$ cat src/hw/rtl/vlsd_pkg.sv
// Package: shared types and constants for the prefix varint stream decoder.
`default_nettype none

package vlsd_pkg;

  // Header thresholds of the prefix varint format
  localparam logic [7:0] CutTwoByte = 8'd185;
  localparam logic [7:0] CutMulti   = 8'd249;

  // One decoded word as it leaves the decoder
  typedef struct packed {
    logic [31:0] value;
    logic [3:0]  length;
    logic        overlong;
    logic        block_end;
  } result_t;

  // Per-value decode state
  typedef struct packed {
    logic [2:0]  bytes_left;
    logic        two_byte_form;
    logic [31:0] accumulator;
    logic [2:0]  byte_position;
    logic [3:0]  length_so_far;
    logic        overlong_seen;
  } dec_state_t;

endpackage

`default_nettype wire

$ cat src/hw/rtl/varint_lite_stream_decoder_core.sv
// Top level: prefix varint byte stream decoder, one byte per clock when not stalled.
//
//  channel  | handshake             | payload
//  ---------+-----------------------+-------------------------------------------------
//  input    | in_valid / in_ready   | byte_in[7:0]
//  output   | out_valid / out_ready | decoded_value, encoded_length, overlong, block_end
//  config   | cfg_we                | cfg_wdata[15:0] (values_per_block)
//
// One byte per clock unless stalled; a word goes via the input and output registers.
// A word appears only on the byte that ends a value (1 to 8 bytes per value).
// rst is synchronous and clears the decode state, block counter and register.
// A stall on out_ready holds the output word; the input register still takes
// one byte meanwhile, then in_ready drops until the word is taken.
`default_nettype none

module varint_lite_stream_decoder_core (
  input  wire logic        clk,
  input  wire logic        rst,
  input  wire logic        in_valid,
  output logic             in_ready,
  input  wire logic [7:0]  byte_in,
  output logic             out_valid,
  input  wire logic        out_ready,
  output logic [31:0]      decoded_value,
  output logic [3:0]       encoded_length,
  output logic             overlong,
  output logic             block_end,
  input  wire logic        cfg_we,
  input  wire logic [15:0] cfg_wdata
);
  import vlsd_pkg::*;

  logic        held_valid;
  logic [7:0]  held_byte;
  logic        advance;
  logic        emit;
  result_t     result;
  result_t     out_word;
  logic [15:0] values_per_block;

  // configuration register
  always_ff @(posedge clk) begin
    if (rst) begin
      values_per_block <= 16'd0;
    end else if (cfg_we) begin
      values_per_block <= cfg_wdata;
    end
  end

  // decode a held byte whenever the output slot is free or draining
  assign advance = held_valid && (!out_valid || out_ready);

  vlsd_in_reg u_in_reg (
    .clk        (clk),
    .rst        (rst),
    .in_valid   (in_valid),
    .in_ready   (in_ready),
    .byte_in    (byte_in),
    .advance    (advance),
    .held_valid (held_valid),
    .held_byte  (held_byte)
  );

  vlsd_decode u_decode (
    .clk              (clk),
    .rst              (rst),
    .step             (advance),
    .byte_val         (held_byte),
    .values_per_block (values_per_block),
    .emit             (emit),
    .result           (result)
  );

  vlsd_out_reg u_out_reg (
    .clk       (clk),
    .rst       (rst),
    .advance   (advance),
    .emit      (emit),
    .result    (result),
    .out_ready (out_ready),
    .out_valid (out_valid),
    .held      (out_word)
  );

  assign decoded_value  = out_word.value;
  assign encoded_length = out_word.length;
  assign overlong       = out_word.overlong;
  assign block_end      = out_word.block_end;

endmodule

`default_nettype wire

$ cat src/hw/rtl/vlsd_in_reg.sv
// Input register: holds one accepted byte until the decoder consumes it.
`default_nettype none

module vlsd_in_reg (
  input  wire logic       clk,
  input  wire logic       rst,
  input  wire logic       in_valid,
  output logic            in_ready,
  input  wire logic [7:0] byte_in,
  input  wire logic       advance,
  output logic            held_valid,
  output logic [7:0]      held_byte
);
  import vlsd_pkg::*;

  // free when empty or when the held byte is consumed this cycle
  assign in_ready = !held_valid || advance;

  always_ff @(posedge clk) begin
    if (rst) begin
      held_valid <= 1'b0;
    end else if (in_valid && in_ready) begin
      held_valid <= 1'b1;
    end else if (advance) begin
      held_valid <= 1'b0;
    end
  end

  // payload, no reset needed
  always_ff @(posedge clk) begin
    if (in_valid && in_ready) begin
      held_byte <= byte_in;
    end
  end

endmodule

`default_nettype wire

$ cat src/hw/rtl/vlsd_decode.sv
// Decoder step: per-value state, block counter and the single-byte update logic.
`default_nettype none

module vlsd_decode (
  input  wire logic            clk,
  input  wire logic            rst,
  input  wire logic            step,
  input  wire logic [7:0]      byte_val,
  input  wire logic [15:0]     values_per_block,
  output logic                 emit,
  output vlsd_pkg::result_t    result
);
  import vlsd_pkg::*;

  dec_state_t  state;
  dec_state_t  state_next;
  logic [15:0] values_done;
  logic [15:0] values_done_next;
  logic [15:0] done_inc;
  logic        block_hit;
  logic [2:0]  left_dec;
  logic [31:0] acc_merged;

  assign left_dec = state.bytes_left - 3'd1;

  // merge the byte into its little-endian lane; lanes past the fourth are dropped
  always_comb begin
    acc_merged = state.accumulator;
    for (int i = 0; i < 4; i++) begin
      if (state.byte_position == 3'(i)) begin
        acc_merged[8*i +: 8] = state.accumulator[8*i +: 8] | byte_val;
      end
    end
  end

  // block count reached by the value completing now
  assign done_inc  = values_done + 16'd1;
  assign block_hit = (values_per_block != 16'd0)
                     && (done_inc >= values_per_block || done_inc == 16'd0);

  // next decode state and value completion
  always_comb begin
    state_next      = state;
    emit            = 1'b0;
    result.value    = 32'd0;
    result.length   = 4'd0;
    result.overlong = 1'b0;
    if (state.bytes_left == 3'd0) begin
      if (byte_val < CutTwoByte) begin
        emit          = 1'b1;
        result.value  = {24'd0, byte_val};
        result.length = 4'd1;
      end else begin
        state_next.length_so_far = 4'd1;
        state_next.byte_position = 3'd0;
        if (byte_val < CutMulti) begin
          state_next.two_byte_form = 1'b1;
          state_next.accumulator   = 32'(CutTwoByte) + {16'd0, byte_val - CutTwoByte, 8'd0};
          state_next.bytes_left    = 3'd1;
          state_next.overlong_seen = 1'b0;
        end else begin
          // headers 249..255 announce 1..7 bytes: header minus 248
          state_next.two_byte_form = 1'b0;
          state_next.accumulator   = 32'd0;
          state_next.bytes_left    = 3'(byte_val - (CutMulti - 8'd1));
          state_next.overlong_seen = (byte_val - (CutMulti - 8'd1)) > 8'd4;
        end
      end
    end else begin
      state_next.length_so_far = state.length_so_far + 4'd1;
      state_next.bytes_left    = left_dec;
      if (state.two_byte_form) begin
        emit                     = 1'b1;
        result.value             = state.accumulator + {24'd0, byte_val};
        result.length            = state.length_so_far + 4'd1;
        state_next.two_byte_form = 1'b0;
        state_next.bytes_left    = 3'd0;
        state_next.accumulator   = 32'd0;
      end else begin
        state_next.accumulator   = acc_merged;
        state_next.byte_position = state.byte_position + 3'd1;
        if (left_dec == 3'd0) begin
          emit                     = 1'b1;
          result.value             = acc_merged;
          result.length            = state.length_so_far + 4'd1;
          result.overlong          = state.overlong_seen;
          state_next.accumulator   = 32'd0;
          state_next.byte_position = 3'd0;
          state_next.overlong_seen = 1'b0;
        end
      end
    end
    result.block_end = emit && block_hit;
  end

  // block counter; a zero count disables it
  always_comb begin
    values_done_next = values_done;
    if (emit) begin
      if (values_per_block == 16'd0) begin
        values_done_next = 16'd0;
      end else if (block_hit) begin
        values_done_next = 16'd0;
      end else begin
        values_done_next = done_inc;
      end
    end
  end

  always_ff @(posedge clk) begin
    if (rst) begin
      state       <= '0;
      values_done <= 16'd0;
    end else if (step) begin
      state       <= state_next;
      values_done <= values_done_next;
    end
  end

endmodule

`default_nettype wire

$ cat src/hw/rtl/vlsd_out_reg.sv
// Output register: holds one decoded word until the consumer takes it.
`default_nettype none

module vlsd_out_reg (
  input  wire logic              clk,
  input  wire logic              rst,
  input  wire logic              advance,
  input  wire logic              emit,
  input  wire vlsd_pkg::result_t result,
  input  wire logic              out_ready,
  output logic                   out_valid,
  output vlsd_pkg::result_t      held
);
  import vlsd_pkg::*;

  always_ff @(posedge clk) begin
    if (rst) begin
      out_valid <= 1'b0;
    end else if (advance) begin
      out_valid <= emit;
    end else if (out_ready) begin
      out_valid <= 1'b0;
    end
  end

  // payload, no reset needed
  always_ff @(posedge clk) begin
    if (advance && emit) begin
      held <= result;
    end
  end

endmodule

`default_nettype wire

$ cat config.mk
export PLATFORM = sky130hd
export DESIGN_NAME = varint_lite_stream_decoder_core
export DESIGN_NICKNAME = d
export VERILOG_FILES = /design/src/hw/rtl/vlsd_pkg.sv /design/src/hw/rtl/varint_lite_stream_decoder_core.sv /design/src/hw/rtl/vlsd_in_reg.sv /design/src/hw/rtl/vlsd_decode.sv /design/src/hw/rtl/vlsd_out_reg.sv
export SDC_FILE = /design/constraint.sdc
export NUM_CORES = 1
export LEC_CHECK = 0
export ABC_AREA = 1
export BUFFER_PORTS_ARGS = -buffer_cell sky130_fd_sc_hd__buf_2
export CAP_MARGIN = 20
export CELL_PAD_IN_SITES_DETAIL_PLACEMENT = 1
export CELL_PAD_IN_SITES_GLOBAL_PLACEMENT = 1
export CORE_MARGIN = 3
export CORE_UTILIZATION = 44
export DETAILED_ROUTE_END_ITERATION = 10
export MAX_ROUTING_LAYER = met4
export PLACE_DENSITY = 0.91
export SLEW_MARGIN = 20
export SYNTH_ARGS = -nofsm -noshare
export SYNTH_HDL_FRONTEND = slang
export SYNTH_SLANG_ARGS = --single-unit
$ cat constraint.sdc
create_clock -name clk -period 2.88 [get_ports clk]
set_input_delay 0.432 -clock clk [delete_from_list [all_inputs] [get_ports clk]]
set_output_delay 0.432 -clock clk [all_outputs]
set_load 0.05 [all_outputs]
; After elaboration in Yosys (flattened, before gate mapping)
; Index checks and enable logic that the tools add are counted.
[classes]
add_sub_neg = 8
multipliers = 0
div = 0
order_cmp = 4
eq_ne = 5
n_shift = 0
muxes = 28
bitwise_logic = 5
reduce_logical = 24
[op_table]
columns = op, n
row1 = 2-to-1 mux 36 bit, 3
row2 = 2-to-1 mux 44 bit, 2
row3 = 2-to-1 mux 37 bit, 1
row4 = 2-to-1 mux 35 bit, 1
row5 = adder 32 x 8 -> 32 bit, 1
row6 = logical NOT 16 bit, 2
row7 = 2-to-1 mux 16 bit, 2
row8 = 2-to-1 mux 32 bit, 1
row9 = 2-to-1 mux 8 bit, 4
row10 = OR 8 bit, 4
row11 = "adder 8 x 16 -> 17 bit, first input constant", 1
row12 = "adder 16 x 1 -> 16 bit, second input constant", 1
row13 = greater-or-equal comparator 16 bit, 1
row14 = "less-than comparator 8 bit, second input constant", 2
row15 = nonzero test 16 bit, 1
row16 = "subtractor 8 bit, second input constant", 2
row17 = 2-to-1 mux 12 bit, 1
row18 = 2-to-1 mux 1 bit, 11
row19 = logical NOT 3 bit, 3
row20 = "greater-than comparator 8 x 3 -> 1 bit, second input constant", 1
row21 = "== test 3 x 2 -> 1 bit, second input constant", 2
row22 = nonzero test 2 bit, 3
row23 = logical AND 1 bit, 5
row24 = "adder 4 x 1 -> 4 bit, second input constant", 1
row25 = other kinds (13), 18
[word_totals]
register_bits = 124
latchBits = 0
mem_bits_rw = 0
romBits = 0
inputBits = 29
output_inout_bits = 40
wordCells = 89
memories = 0

; Longest topological paths before layout
; Gate-level depths: netlist (run 1).
[depth]
ltp_word = 6
depth_mapped = 18
ltp_nobuf = 17

; Hierarchy
; A second synthesis (run 1) with hierarchy kept.
[unflattened]
hier_cells = 1089
hier_area_um2 = 8018.9
[modules_own_cells]
columns = mod, n_inst, cells_per_inst, area_each_um2, seq_area_each_um2
row1 = vlsd_decode, 1, 928, 5864.4, 1201.2
row2 = vlsd_out_reg, 1, 44, 1184.9, 1161.1
row3 = varint_lite_stream_decoder_core, 1, 103, 681.9, 320.3
row4 = vlsd_in_reg, 1, 14, 287.8, 260.2

; Least setup slack after synthesis (run 1)
; No wires, ideal clock.
[synth_path]
path_type = reg-to-reg
startpoint = register u_in_reg.held_byte[1]
endpoint = register u_out_reg.held[0] in the netlist's numbering, enable pin
setup_time_ps = 393
arrival_time_ps = 2255
t_required_ps = 2487
slack_ps = 233
path_stages_with_launch = 10
n_path_buf = 1
synth_period_minus_slack_ps = 2647
path_cell_list = edfxtp_1 inv_1 ha_1 a21oi_2 nand2_2 nand2_1 nand2_1 nand3_1 buf_4 inv_1
[synth_via]
elab_chain_cells = 4
[synth_rtl]
columns = element, line
row1 = "start, declared", vlsd_in_reg.sv:12  ; output logic [7:0] held_byte
row2 = "start signal, assigned", vlsd_in_reg.sv:32  ; held_byte <= byte_in;
row3 = less-than comparator 8 bit, vlsd_decode.sv:49  ; if (byte_val < CutTwoByte) begin
row4 = 2-to-1 mux 1 bit, vlsd_decode.sv:49
row5 = 2-to-1 mux 1 bit, vlsd_decode.sv:48  ; if (state.bytes_left == 3'd0) begin
row6 = logical AND 1 bit, vlsd_out_reg.sv:28  ; if (advance && emit) begin
row7 = "end signal, assigned", vlsd_out_reg.sv:29  ; held <= result;
row8 = "end, declared", vlsd_out_reg.sv:12  ; output vlsd_pkg::result_t held
; Every way passes these cells.
; A chain may end at the register's enable or synchronous reset.

; Final worst setup path (run 1)
[layout_path]
startpoint = register u_decode.values_done[0]
endpoint = register u_decode.values_done[13]
[layout_via]
elab_chain_cells = 6
elab_cells_between_ends = 7
classes_between = add/sub (1) / order compare (1) / mux (2) / reduce/logical (3)
[layout_rtl]
columns = element, line
row1 = "start, declared", vlsd_decode.sv:17  ; logic [15:0] values_done;
row2 = "start signal, assigned", vlsd_decode.sv:116  ; values_done <= values_done_next;
row3 = adder 16 x 1 -> 16 bit (*), vlsd_decode.sv:37  ; assign done_inc = values_done + 16'd1;
row4 = greater-or-equal comparator 16 bit or logical NOT 16 bit (tied branches), vlsd_decode.sv:39  ; && (done_inc >= values_per_block || done_inc == 16'd0);
row5 = logical OR 1 bit, vlsd_decode.sv:39
row6 = logical AND 1 bit, vlsd_decode.sv:39
row7 = 2-to-1 mux 16 bit (*), vlsd_decode.sv:102  ; end else if (block_hit) begin
row8 = 2-to-1 mux 16 bit (*), vlsd_decode.sv:100  ; if (values_per_block == 16'd0) begin
; Mark *: on every way between the ends. The rest lies on a longest branch, timed or not.

==> results of run 1 <==
[placed cells by master (no fill, tap or decap), drive strengths merged, types with 8 or more instances in the layout]
cell type | netlist | final
nand2 | 256 | 256
nand3 | 64 | 64
buf | 21 | 97
ha | 46 | 46
inv | 137 | 143
a211oi | 20 | 20
o21ai | 74 | 74
edfxtp | 46 | 46
xor2 | 8 | 8
nand4 | 19 | 19
nor2 | 82 | 82
a21oi | 135 | 135
clkbuf | 17 | 20
nor3 | 21 | 21
dfxtp | 78 | 78
[synth_stat cells, drive strengths merged, types with 2 or more instances]
| cell type | count |
|---|---|
| nor2 | 82 |
| nand3 | 64 |
| o21bai | 5 |
| a22oi | 2 |
| nand4 | 19 |
| a221oi | 5 |
| o221ai | 3 |
| o22ai | 4 |
| o21ai | 74 |
| nand3b | 4 |
| a21oi | 135 |
| ha | 46 |
| clkbuf | 17 |
| edfxtp | 46 |
| inv | 137 |
| buf | 21 |
| o211ai | 5 |
| nand2 | 256 |
| a211oi | 20 |
| nor3 | 21 |
| dfxtp | 78 |
| xnor2 | 2 |
| xor2 | 8 |
[power breakdown]
| group | internal, mW | total, mW | switching, mW |
|---|---|---|---|
| Combinational | 0.217 | 0.817 | 0.600 |
| Sequential | 1.92 | 1.98 | 0.0635 |
| Clock | 1.17 | 2.07 | 0.899 |
[flip-flops by register name, indices dropped and copies added, names as in the netlist]
register	flops
u_decode.values_done	16
u_decode.state	44
values_per_block	16
u_out_reg.out_valid	1
u_in_reg.held_valid	1
u_in_reg.held_byte	8
u_out_reg.held	38
[cell families (layout without fill, tap and decap cells)]
family	after synthesis	in the layout	share of synthesized area
compound gates	256	256	0.1892
flops	124	124	0.3749
buf+inv	175	267	0.09150
xor+xnor	10	10	0.01116
simple gates	450	450	0.2573
fa+ha+maj	47	47	0.07588
[repair_timing]
action / 4_1_cts / 5_1_grt
gates resized for setup: 1 / 15
gates cloned: 0 / 1
pin swaps: 0 / 3
buffers inserted: 0 / 0
setup endpoints to repair: 9 / 17
endpoints found under the hold margin: 0 / 0
[layout make-up]
class / count / share of cell area
multi-input cells: 763 / 0.4629
flip-flops and latches: 124 / 0.3235
repair buffers: 98 / 0.06518
inverters: 137 / 0.05640
clock buffers: 19 / 0.04981
well taps: 225 / 0.03088
clock inverters: 13 / 0.01139
[metal layers]
| layer | share of wire | up-vias |
|---|---|---|
| met3 | 0.064 | 79 |
| met2 | 0.48 | 321 |
| met5 | 0 | - |
| met4 | 0.035 | 0 |
| li1 | - | 3728 |
| met1 | 0.42 | 3922 |
[worst max-delay path: cells and delay by family, from the launching register on]
family | cells | cell delay [ns]
AND/OR/NAND/NOR | 8 | 0.97
buffers and inverters | 5 | 0.56
AO/OA/AOI/OAI | 3 | 0.43
flip-flops | 1 | 0.36
adder cells (fa/ha/maj) | 1 | 0.30
[how the worst max path moves through the flow]
| stage | startpoint | endpoint | slack (ns) |
|---|---|---|---|
| after floorplan | u_in_reg.held_byte[1] | u_out_reg.held[0] | 0.23 |
| after global placement | u_decode.values_done[3] | u_out_reg.held[0] | 0.25 |
| after detailed placement | u_decode.values_done[2] | u_decode.values_done[13] | 0.06 |
| after CTS | u_decode.values_done[2] | u_decode.values_done[13] | 0.04 |
| final | u_decode.values_done[0] | u_decode.values_done[13] | 0.19 |
| after global routing | u_decode.values_done[0] | u_decode.values_done[1] | -0.002 |
[through the flow]
step	std cells	setup slack [ns]	hold slack (ns)	util
after floorplan	1062	0.2327	0.4450	-
after global placement	1346	0.2518	0.4743	0.4903
after detailed placement	1346	0.06406	0.4825	0.4903
after CTS	1378	0.04409	0.1628	0.5227
after global routing	1379	-0.002449	0.1654	0.5253
final	1379	0.1904	0.1764	0.5253
==> flow_metrics.tcl, run 1 <==
set metrics [dict create \
    maxCapViolations 0 \
    areaGrowthSynthToFinish_pct 16.16 \
    clk-insertion-delay-late_ns 0.43 \
    antenna_cells_inserted 0 \
    route.detailed.drc 0 \
    crit_chain "buf_4 -> inv_1 -> nor2_4 -> nand2_2 -> nor2_1 -> nand2_1 -> nand2_2 -> inv_1 -> ha_1 -> nand2_1 -> o21ai_0 -> a21oi_1 -> nand3_2 -> inv_2 -> buf_6 -> nand3_1 -> a21oi_2" \
    hpwl_mm 19.64 \
    cts_buffers 17 \
    drtAntennaViolNets 0 \
    synthFlopType "dfxtp_1" \
    final_max_slew_viol_count 0 \
    setup_violations 0 \
    hold_violations 0 \
    status "finished, final reports clean" \
    synthCells 1062 \
    cts_tree "yes" \
    avgRoutedWirePerCell_um 19.87 \
    synthTopCellsByArea "dfxtp_1 20%, edfxtp_1 18%, nand2_1 12%" \
    cts-root-buf "clkbuf_16" \
    yosysTopAreaCell "dfxtp_1" \
    powerDensity_nw_per_um2 533.4 \
    setup_tns_ns 0 \
    vias_per_cell 5.838 \
    clkTransAtPathRegs_ns 0.06 \
    antenna_found_initial 0 \
    yosysSeqAreaShare 0.3749 \
    async_reset_ff_frac 0 \
    worst_pin_slew_ns 0.9613 \
    fin_crit_ns 2.690 \
    synth_top_area_frac 0.1989 \
    finalPower_mw 4.863 \
    multiInputGateArea_um2 4220 \
    synth.distinct_cells 47 \
    crit_path_end_kind "register" \
    design_area_um2 9117 \
    grt_pass1_vias 8318 \
    syn_avg_cell_area_um2 7.391 \
    grt_use_met3 0.05979 \
    worstSetupPathType "reg -> reg" \
    ys.warnings.count 0 \
    top_usage_layer "met2" \
    critPathLaunchType "register" \
    overflow 0 \
    peakVddDrop_mv 0.4289 \
    initial_core_util 0.4522 \
    hp-start "byte_in[7]" \
    seq_area_um2 2949 \
    clock_sinks 124 \
    relSlewSlack 0.3584 \
    p_leak_nw 3.882 \
    worstPathArrival_ns 3.04 \
    synth_area_um2 7849 \
    die_y_um 139.6 \
    worst-r2r-setup-slack_ns 0.19 \
    clock_path_buffers 2 \
    use_met1 0.3502 \
    fillers 2206 \
    grt_max_degree 48 \
    place.gp.congestion 0.9133 \
    ios 69 \
    die_width_um 139.6 \
    fp.coreArea_um2 17360 \
    gr-usage-all-layers 0.2877 \
    die-area_um2 19480 \
    holdPathEnd "u_in_reg.held_byte[7]" \
    finish.net_count 1217 \
    skew_ns 0.008153 \
    grt_pass1_wl_mm 43.69 \
    crit_path_max_incr_delay_ns 0.36 \
    worst-path-max-fanout 7 \
    io_buffers 68 \
    drt_iter0_drc 588 \
    drt-total-wl_mm 27.40 \
    synth_fp_nets 1138 \
    max_freq_mhz 371.8 \
    cp.required_ns 3.23 \
    place_area_um2 8509 \
    ctsHoldBuffers 0 \
    synth_seq_cells 124 \
    regToRegStartpoint "u_decode.values_done[0]" \
    min_path_cells 1 \
    first_pass_iters 5 \
    reg2reg_depth 17 \
    core.rowCount 48 \
    num_vias 8050 \
    grt_util_met2 0.4715 \
    r2r-end "u_decode.values_done[13]" \
    holdCritPathClass "in -> reg" \
    drive_gt1_frac 0.1681 \
    fin_crit_sh 0.9339 \
    cp_slowest_cell "dfxtp_1" \
    synth_edf_count 46 \
    cts_max_level 4 \
]
(Power assumes the default switching activity.)
==> run 2, diff against run 1 <==
PLACE_DENSITY = default   (was 0.91)
PLACE_DENSITY_LB_ADDON = 0.1   (was default)
SETUP_SLACK_MARGIN = 0.5   (was default)
==> run 2 against run 1 <==
Worst hold slack improved by 0.0073 ns. First-iteration DRC count increased by 20%. Non-clock buffer count rose by 37. Core utilization increased by 5.0 points. Cell count rose by 2.7%. Largest cell class unchanged.
==> flow_metrics.tcl, run 2 (synthesized netlist as in run 1, its figures left out) <==
set metrics [dict create \
    top_usage_layer "met2" \
    drtAntennaViolNets 0 \
    multiInputGateArea_um2 4652 \
    startpoint "u_decode.values_done[1]" \
    clkTransAtPathRegs_ns 0.07 \
    num_vias 8200 \
    setup_tns_ns 0 \
    largest_register_ff_count 44 \
    grt_pass1_vias 8165 \
    hp-start "byte_in[7]" \
    reg_top3 "u_decode.state: 44 flops, u_out_reg.held: 38 flops" \
    crit_path_max_incr_delay_ns 0.41 \
    fin_crit_ns 2.642 \
    vias_per_cell 5.791 \
    clock_sinks 124 \
    antenna_found_initial 0 \
    core.rowCount 48 \
    stdcell_count 1416 \
    antenna_cells_inserted 0 \
    use_met1 0.4041 \
    clk-insertion-delay-late_ns 0.43 \
    top_register "u_decode.state" \
    worstPathArrival_ns 2.99 \
    avgRoutedWirePerCell_um 20.89 \
    max_freq_mhz 378.6 \
    worstSetupPathType "reg -> reg" \
    hold_violations 0 \
    hpwl_mm 19.01 \
    layout_commonest_cell "nand2_1" \
    p_leak_nw 4.181 \
    route.detailed.drc 0 \
    cts-root-buf "clkbuf_16" \
    status "finished, final reports clean" \
    drive_gt1_frac 0.2788 \
    die_width_um 139.6 \
    cp_slowest_cell "dfxtp_4" \
    crit_chain "ha_4 -> nand2_4 -> nor2_4 -> nand2_4 -> nand2_4 -> nand2_4 -> ha_4 -> nand2_4 -> nor2_4 -> nor3_2 -> nand2_1 -> nand2_2 -> nand3_4 -> buf_6 -> nor2_4 -> nand2_1 -> a21oi_1" \
    gr-usage-all-layers 0.2953 \
    skew_ns 0.009873 \
    die-area_um2 19480 \
    io_buffers 68 \
    holdCritPathClass "in -> reg" \
    maxCapViolations 0 \
    drt_iter0_drc 708 \
    place_ws_ns 0.1961 \
    min_path_cells 1 \
    r2r-end "u_decode.values_done[14]" \
    final_max_slew_viol_count 0 \
    setup_violations 0 \
    grt_util_met2 0.4606 \
    ios 69 \
    post-place-cells 1350 \
    overflow 0 \
    finalPower_mw 5.200 \
    holdPathEnd "u_in_reg.held_byte[7]" \
    clock_path_buffers 2 \
    rsz0062_at_grt "true" \
    peakVddDrop_mv 0.4247 \
    fp.coreArea_um2 17360 \
    reg2reg_depth 17 \
    cts_max_level 4 \
    crit_path_end_kind "register" \
    crit_path_frequent_cell "nand2_4" \
    fin_crit_sh 0.9172 \
    initial_core_util 0.4522 \
    areaGrowthSynthToFinish_pct 27.28 \
    mostFrequentLayoutCells "210 x nand2_1, 119 x a21oi_1, 116 x inv_1" \
    grt_use_met3 0.04777 \
    place.gp.congestion 0.8995 \
    critPathLaunchType "register" \
    cts_buffers 17 \
    worst-path-max-fanout 6 \
    regToRegStartpoint "u_decode.values_done[1]" \
    first_pass_iters 6 \
    grt_max_degree 48 \
    worst_slack_ns 0.2384 \
    seq_area_um2 2985 \
    drt-total-wl_mm 29.58 \
    relSlewSlack 0.4465 \
    die_y_um 139.6 \
    fillers 2131 \
    grt_pass1_wl_mm 44.55 \
    cp.required_ns 3.23 \
    powerDensity_nw_per_um2 520.6 \
    finish.net_count 1254 \
    cts_tree "yes" \
    worst-r2r-setup-slack_ns 0.24 \
    worst_pin_slew_ns 0.8293 \
]
run 2: how the worst max path moves through the flow:
stage	endpoint	slack [ns]	depth (start not counted)
final	u_decode.values_done[14]	0.24	17
after floorplan	u_out_reg.held[0]	0.52	16
after detailed placement	u_decode.values_done[10]	0.20	16
after global placement	u_out_reg.held[0]	0.24	16
after CTS	u_decode.values_done[0]	0.42	18
after global routing	u_decode.values_done[14]	0.13	17
run 2: final cells by class:
type	instances	area share
Clock buffer	20	0.04684
Tap cell	225	0.02818
Multi-Input combinational cell	763	0.4657
Sequential cell	124	0.2988
Clock inverter	12	0.01566
Timing Repair Buffer	135	0.09168
Inverter	137	0.05311
run 2: per-layer routing:
| metal | share of wire | wire length, um |
|---|---|---|
| met2 | 0.47 | 13880 |
| met1 | 0.44 | 13150 |
| met5 | 0 | 0 |
| met3 | 0.065 | 1921 |
| met4 | 0.021 | 632 |
run 2: what timing repair did:
item / 4_1_cts / 5_1_grt
setup endpoints to repair: 92 / 95
cloned: 1 / 0
buffers inserted: 21 / 12
pin swaps: 33 / 36
hold buffers: 0 / 0
gates resized for setup: 81 / 78
run 2: stage by stage:
stage | hold WS, ns | area [um^2] | util
global placement | 0.4766 | 8553 | 0.4928
finish | 0.1838 | 9990 | 0.5755
floorplan | 0.4450 | 7865 | -
detailed placement | 0.4798 | 8553 | 0.4928
CTS | 0.1715 | 9647 | 0.5558
global route | 0.1710 | 9990 | 0.5755
run 2: where the power goes:
part	leakage, nW	internal (mW)	switching (mW)	total [mW]
Sequential	1.07	1.91	0.0637	1.97
Clock	0.307	1.44	0.884	2.33
Combinational	2.80	0.259	0.640	0.899
run 2: critical path, delay by kind of cell, from the launching register on:
family	cells	cell delay, ns
and+or+nand+nor	13	1.43
AOI/OAI and AO/OA	1	0.14
buffers and inverters	1	0.14
adders and majority gates	2	0.43
DFF	1	0.41
==> run 3, diff against run 2 <==
ABC_AREA = default   (was 1)
CORE_UTILIZATION = 45   (was 44)
==> run 3 against run 2 <==
Die area is 5.3% lower. Cell count down 12%. Sequential share of layout area fell by 1.4 points. Clock power shrank 6%. First-iteration DRC count shrank 2.3%. Sequential cell count did not move. Combinational power grew 22%. Clock skew grew 0.0015 ns. Fmax shrank 5.2%. Area after synthesis decreased by 3.4%. Setup slack got worse by 0.15 ns. Synthesized cell count down 19%. Largest power group unchanged.
==> flow_metrics.tcl, run 3 <==
set metrics [dict create \
    status "finished, final reports clean" \
    hpwl_mm 18.69 \
    mostFrequentLayoutCells "89 x buf_4, 82 x nor2_1, 70 x buf_2" \
    route.detailed.drc 0 \
    clock_path_buffers 2 \
    powerDensity_nw_per_um2 500.5 \
    finish.net_count 1098 \
    drt-total-wl_mm 32.75 \
    worst_pin_slew_ns 0.7078 \
    yosysSeqAreaShare 0.3882 \
    synthFlopType "dfxtp_1" \
    drive_gt1_frac 0.3729 \
    setup_tns_ns 0 \
    layout_commonest_cell "buf_4" \
    clk-insertion-delay-late_ns 0.43 \
    design_area_um2 10490 \
    place.gp.congestion 0.9082 \
    finalPower_mw 5.253 \
    synth_top_area_frac 0.2060 \
    fp.coreArea_um2 16170 \
    path_delay_family "simple AND/OR/NAND/NOR gates" \
    skew_ns 0.01137 \
    ios 69 \
    grt_pass1_wl_mm 44.82 \
    hold_ws_ns 0.1724 \
    reg_top3 "u_decode.state: 44 flops, u_out_reg.held: 38 flops" \
    die_y_um 135.8 \
    ctsHoldBuffers 0 \
    worst-r2r-setup-slack_ns 0.09 \
    synth_common_cells "90 x nor2_1, 78 x dfxtp_1, 67 x nand2_1, 64 x a21oi_1, 52 x inv_1" \
    relSlewSlack 0.5282 \
    cts-root-buf "clkbuf_16" \
    cts_tree "yes" \
    worst-path-max-fanout 8 \
    holdCritPathClass "in -> reg" \
    async_reset_ff_frac 0 \
    ys.warnings.count 0 \
    grt_pass1_vias 8109 \
    grt_max_degree 56 \
    synth.distinct_cells 78 \
    syn_avg_cell_area_um2 8.793 \
    clkTransAtPathRegs_ns 0.07 \
    synthTopCellsByArea "dfxtp_1 21%, edfxtp_1 18%, ha_1 7.6%" \
    place_area_um2 8408 \
    fillers 1795 \
    antenna_found_initial 0 \
    synth_area_um2 7580 \
    die-area_um2 18440 \
    clock_sinks 124 \
    areaGrowthSynthToFinish_pct 38.44 \
    gr-usage-all-layers 0.3254 \
    yosysMostFrequentCell "nor2_1" \
    synth_fp_nets 938 \
    maxCapViolations 0 \
    p_leak_nw 4.152 \
    num_vias 8139 \
    synth_edf_count 46 \
    drt_iter0_drc 692 \
    drtAntennaViolNets 0 \
    peakVddDrop_mv 0.5172 \
    first_pass_iters 5 \
    synthCells 862 \
    path_buf_inv 3 \
    max_freq_mhz 358.8 \
    fin_crit_ns 2.787 \
    initial_core_util 0.4687 \
    avgRoutedWirePerCell_um 26.18 \
    die_width_um 135.8 \
    crit_chain "nand4_4 -> buf_12 -> nor4_4 -> nor2b_2 -> or2_4 -> ha_4 -> buf_4 -> a21oi_2 -> o21ai_2 -> nor3_4 -> buf_6 -> o211ai_1 -> a21oi_1" \
    multiInputGateArea_um2 4961 \
    antenna_cells_inserted 0 \
    critPathLaunchType "register" \
    core.rowCount 46 \
    rsz0062_at_grt "true" \
    top_register "u_decode.state" \
    crit_path_end_kind "register" \
    synth_seq_cells 124 \
    final_util 0.6488 \
    hold_violations 0 \
    io_buffers 68 \
    cts_max_level 4 \
    cts_buffers 17 \
    final_max_slew_viol_count 0 \
    seq_area_um2 2984 \
    crit_path_max_incr_delay_ns 0.39 \
    worstPathArrival_ns 3.13 \
    worstSetupPathType "reg -> reg" \
    cp.required_ns 3.22 \
    setup_violations 0 \
    cp_slowest_cell "dfxtp_4" \
    yosysTopAreaCell "dfxtp_1" \
    overflow 0 \
    vias_per_cell 6.506 \
    largest_register_ff_count 44 \
    fin_crit_sh 0.9677 \
]
## run 3: cell types whose count changed after synthesis, sizes merged, moves of 11 or more
cell / delta
mux2i: +20
nor4: +11
o21ai: -44
a31oi: +18
xnor2: +22
nand2: -189
a21oi: -70
inv: -85
clkbuf: +13
nand3: -31
## run 3: kinds of logic after synthesis
logic type,count (synthesis),synth area share
compound gates,224,0.2014
mux,20,0.02641
buf+inv,108,0.06025
fa+ha+maj,47,0.07857
flops,124,0.3882
simple gates,308,0.2093
xor+xnor,31,0.03582
## run 3: timing repair
action	4_1_cts	5_1_grt
setup endpoints to repair	101	108
cloned	1	3
endpoints found under the hold margin	0	0
setup buffers	45	30
pin swaps	48	55
gates resized for setup	103	103
## run 3: layer usage
metal,vias to the layer above,wire length (um),track usage
met1,4020,11880,0.3519
li1,3491,-,-
met5,-,0,-
met2,461,16470,0.5672
met3,167,2238,0.05572
met4,0,2152,0.1786
## run 3: worst reg2reg max path, delay by kind of cell (launching register included)
| kind | cells | cell delay [ns] |
|---|---|---|
| AO/OA/AOI/OAI | 4 | 0.62 |
| AND/OR/NAND/NOR | 5 | 0.98 |
| flip-flops | 1 | 0.39 |
| buffers and inverters | 3 | 0.50 |
| adder cells (fa/ha/maj) | 1 | 0.21 |
## run 3: metrics by stage
stage	instances	setup slack (ns)
6_report	1251	0.09289
4_1_cts	1218	0.3025
3_5_place_dp	1140	-0.07434
2_1_floorplan	862	0.3607
5_1_grt	1251	0.01272
3_3_place_gp	1140	0.004460
## run 3: power breakdown
| group | total (mW) | internal, mW | switching [mW] |
|---|---|---|---|
| registers | 1.96 | 1.90 | 0.0660 |
| clock network | 2.19 | 1.27 | 0.916 |
| logic | 1.10 | 0.379 | 0.723 |
## run 3: final cells by class
class | instances | share of cell area
Timing Repair Buffer | 196 | 0.1409
Clock buffer | 20 | 0.04769
Inverter | 52 | 0.01943
Multi-Input combinational cell | 631 | 0.4728
Clock inverter | 12 | 0.009062
Tap cell | 216 | 0.02575
Sequential cell | 124 | 0.2844
## run 3: path summary, 6_finish.rpt
check	depth (start not counted)	start	end
setup / recovery	13	u_decode.values_done[6]	u_decode.values_done[13]
hold / removal	1	byte_in[3]	u_in_reg.held_byte[3]
setup reg to reg	13	u_decode.values_done[6]	u_decode.values_done[13]
hold reg to reg	2	u_decode.state[9]	u_decode.state[9]
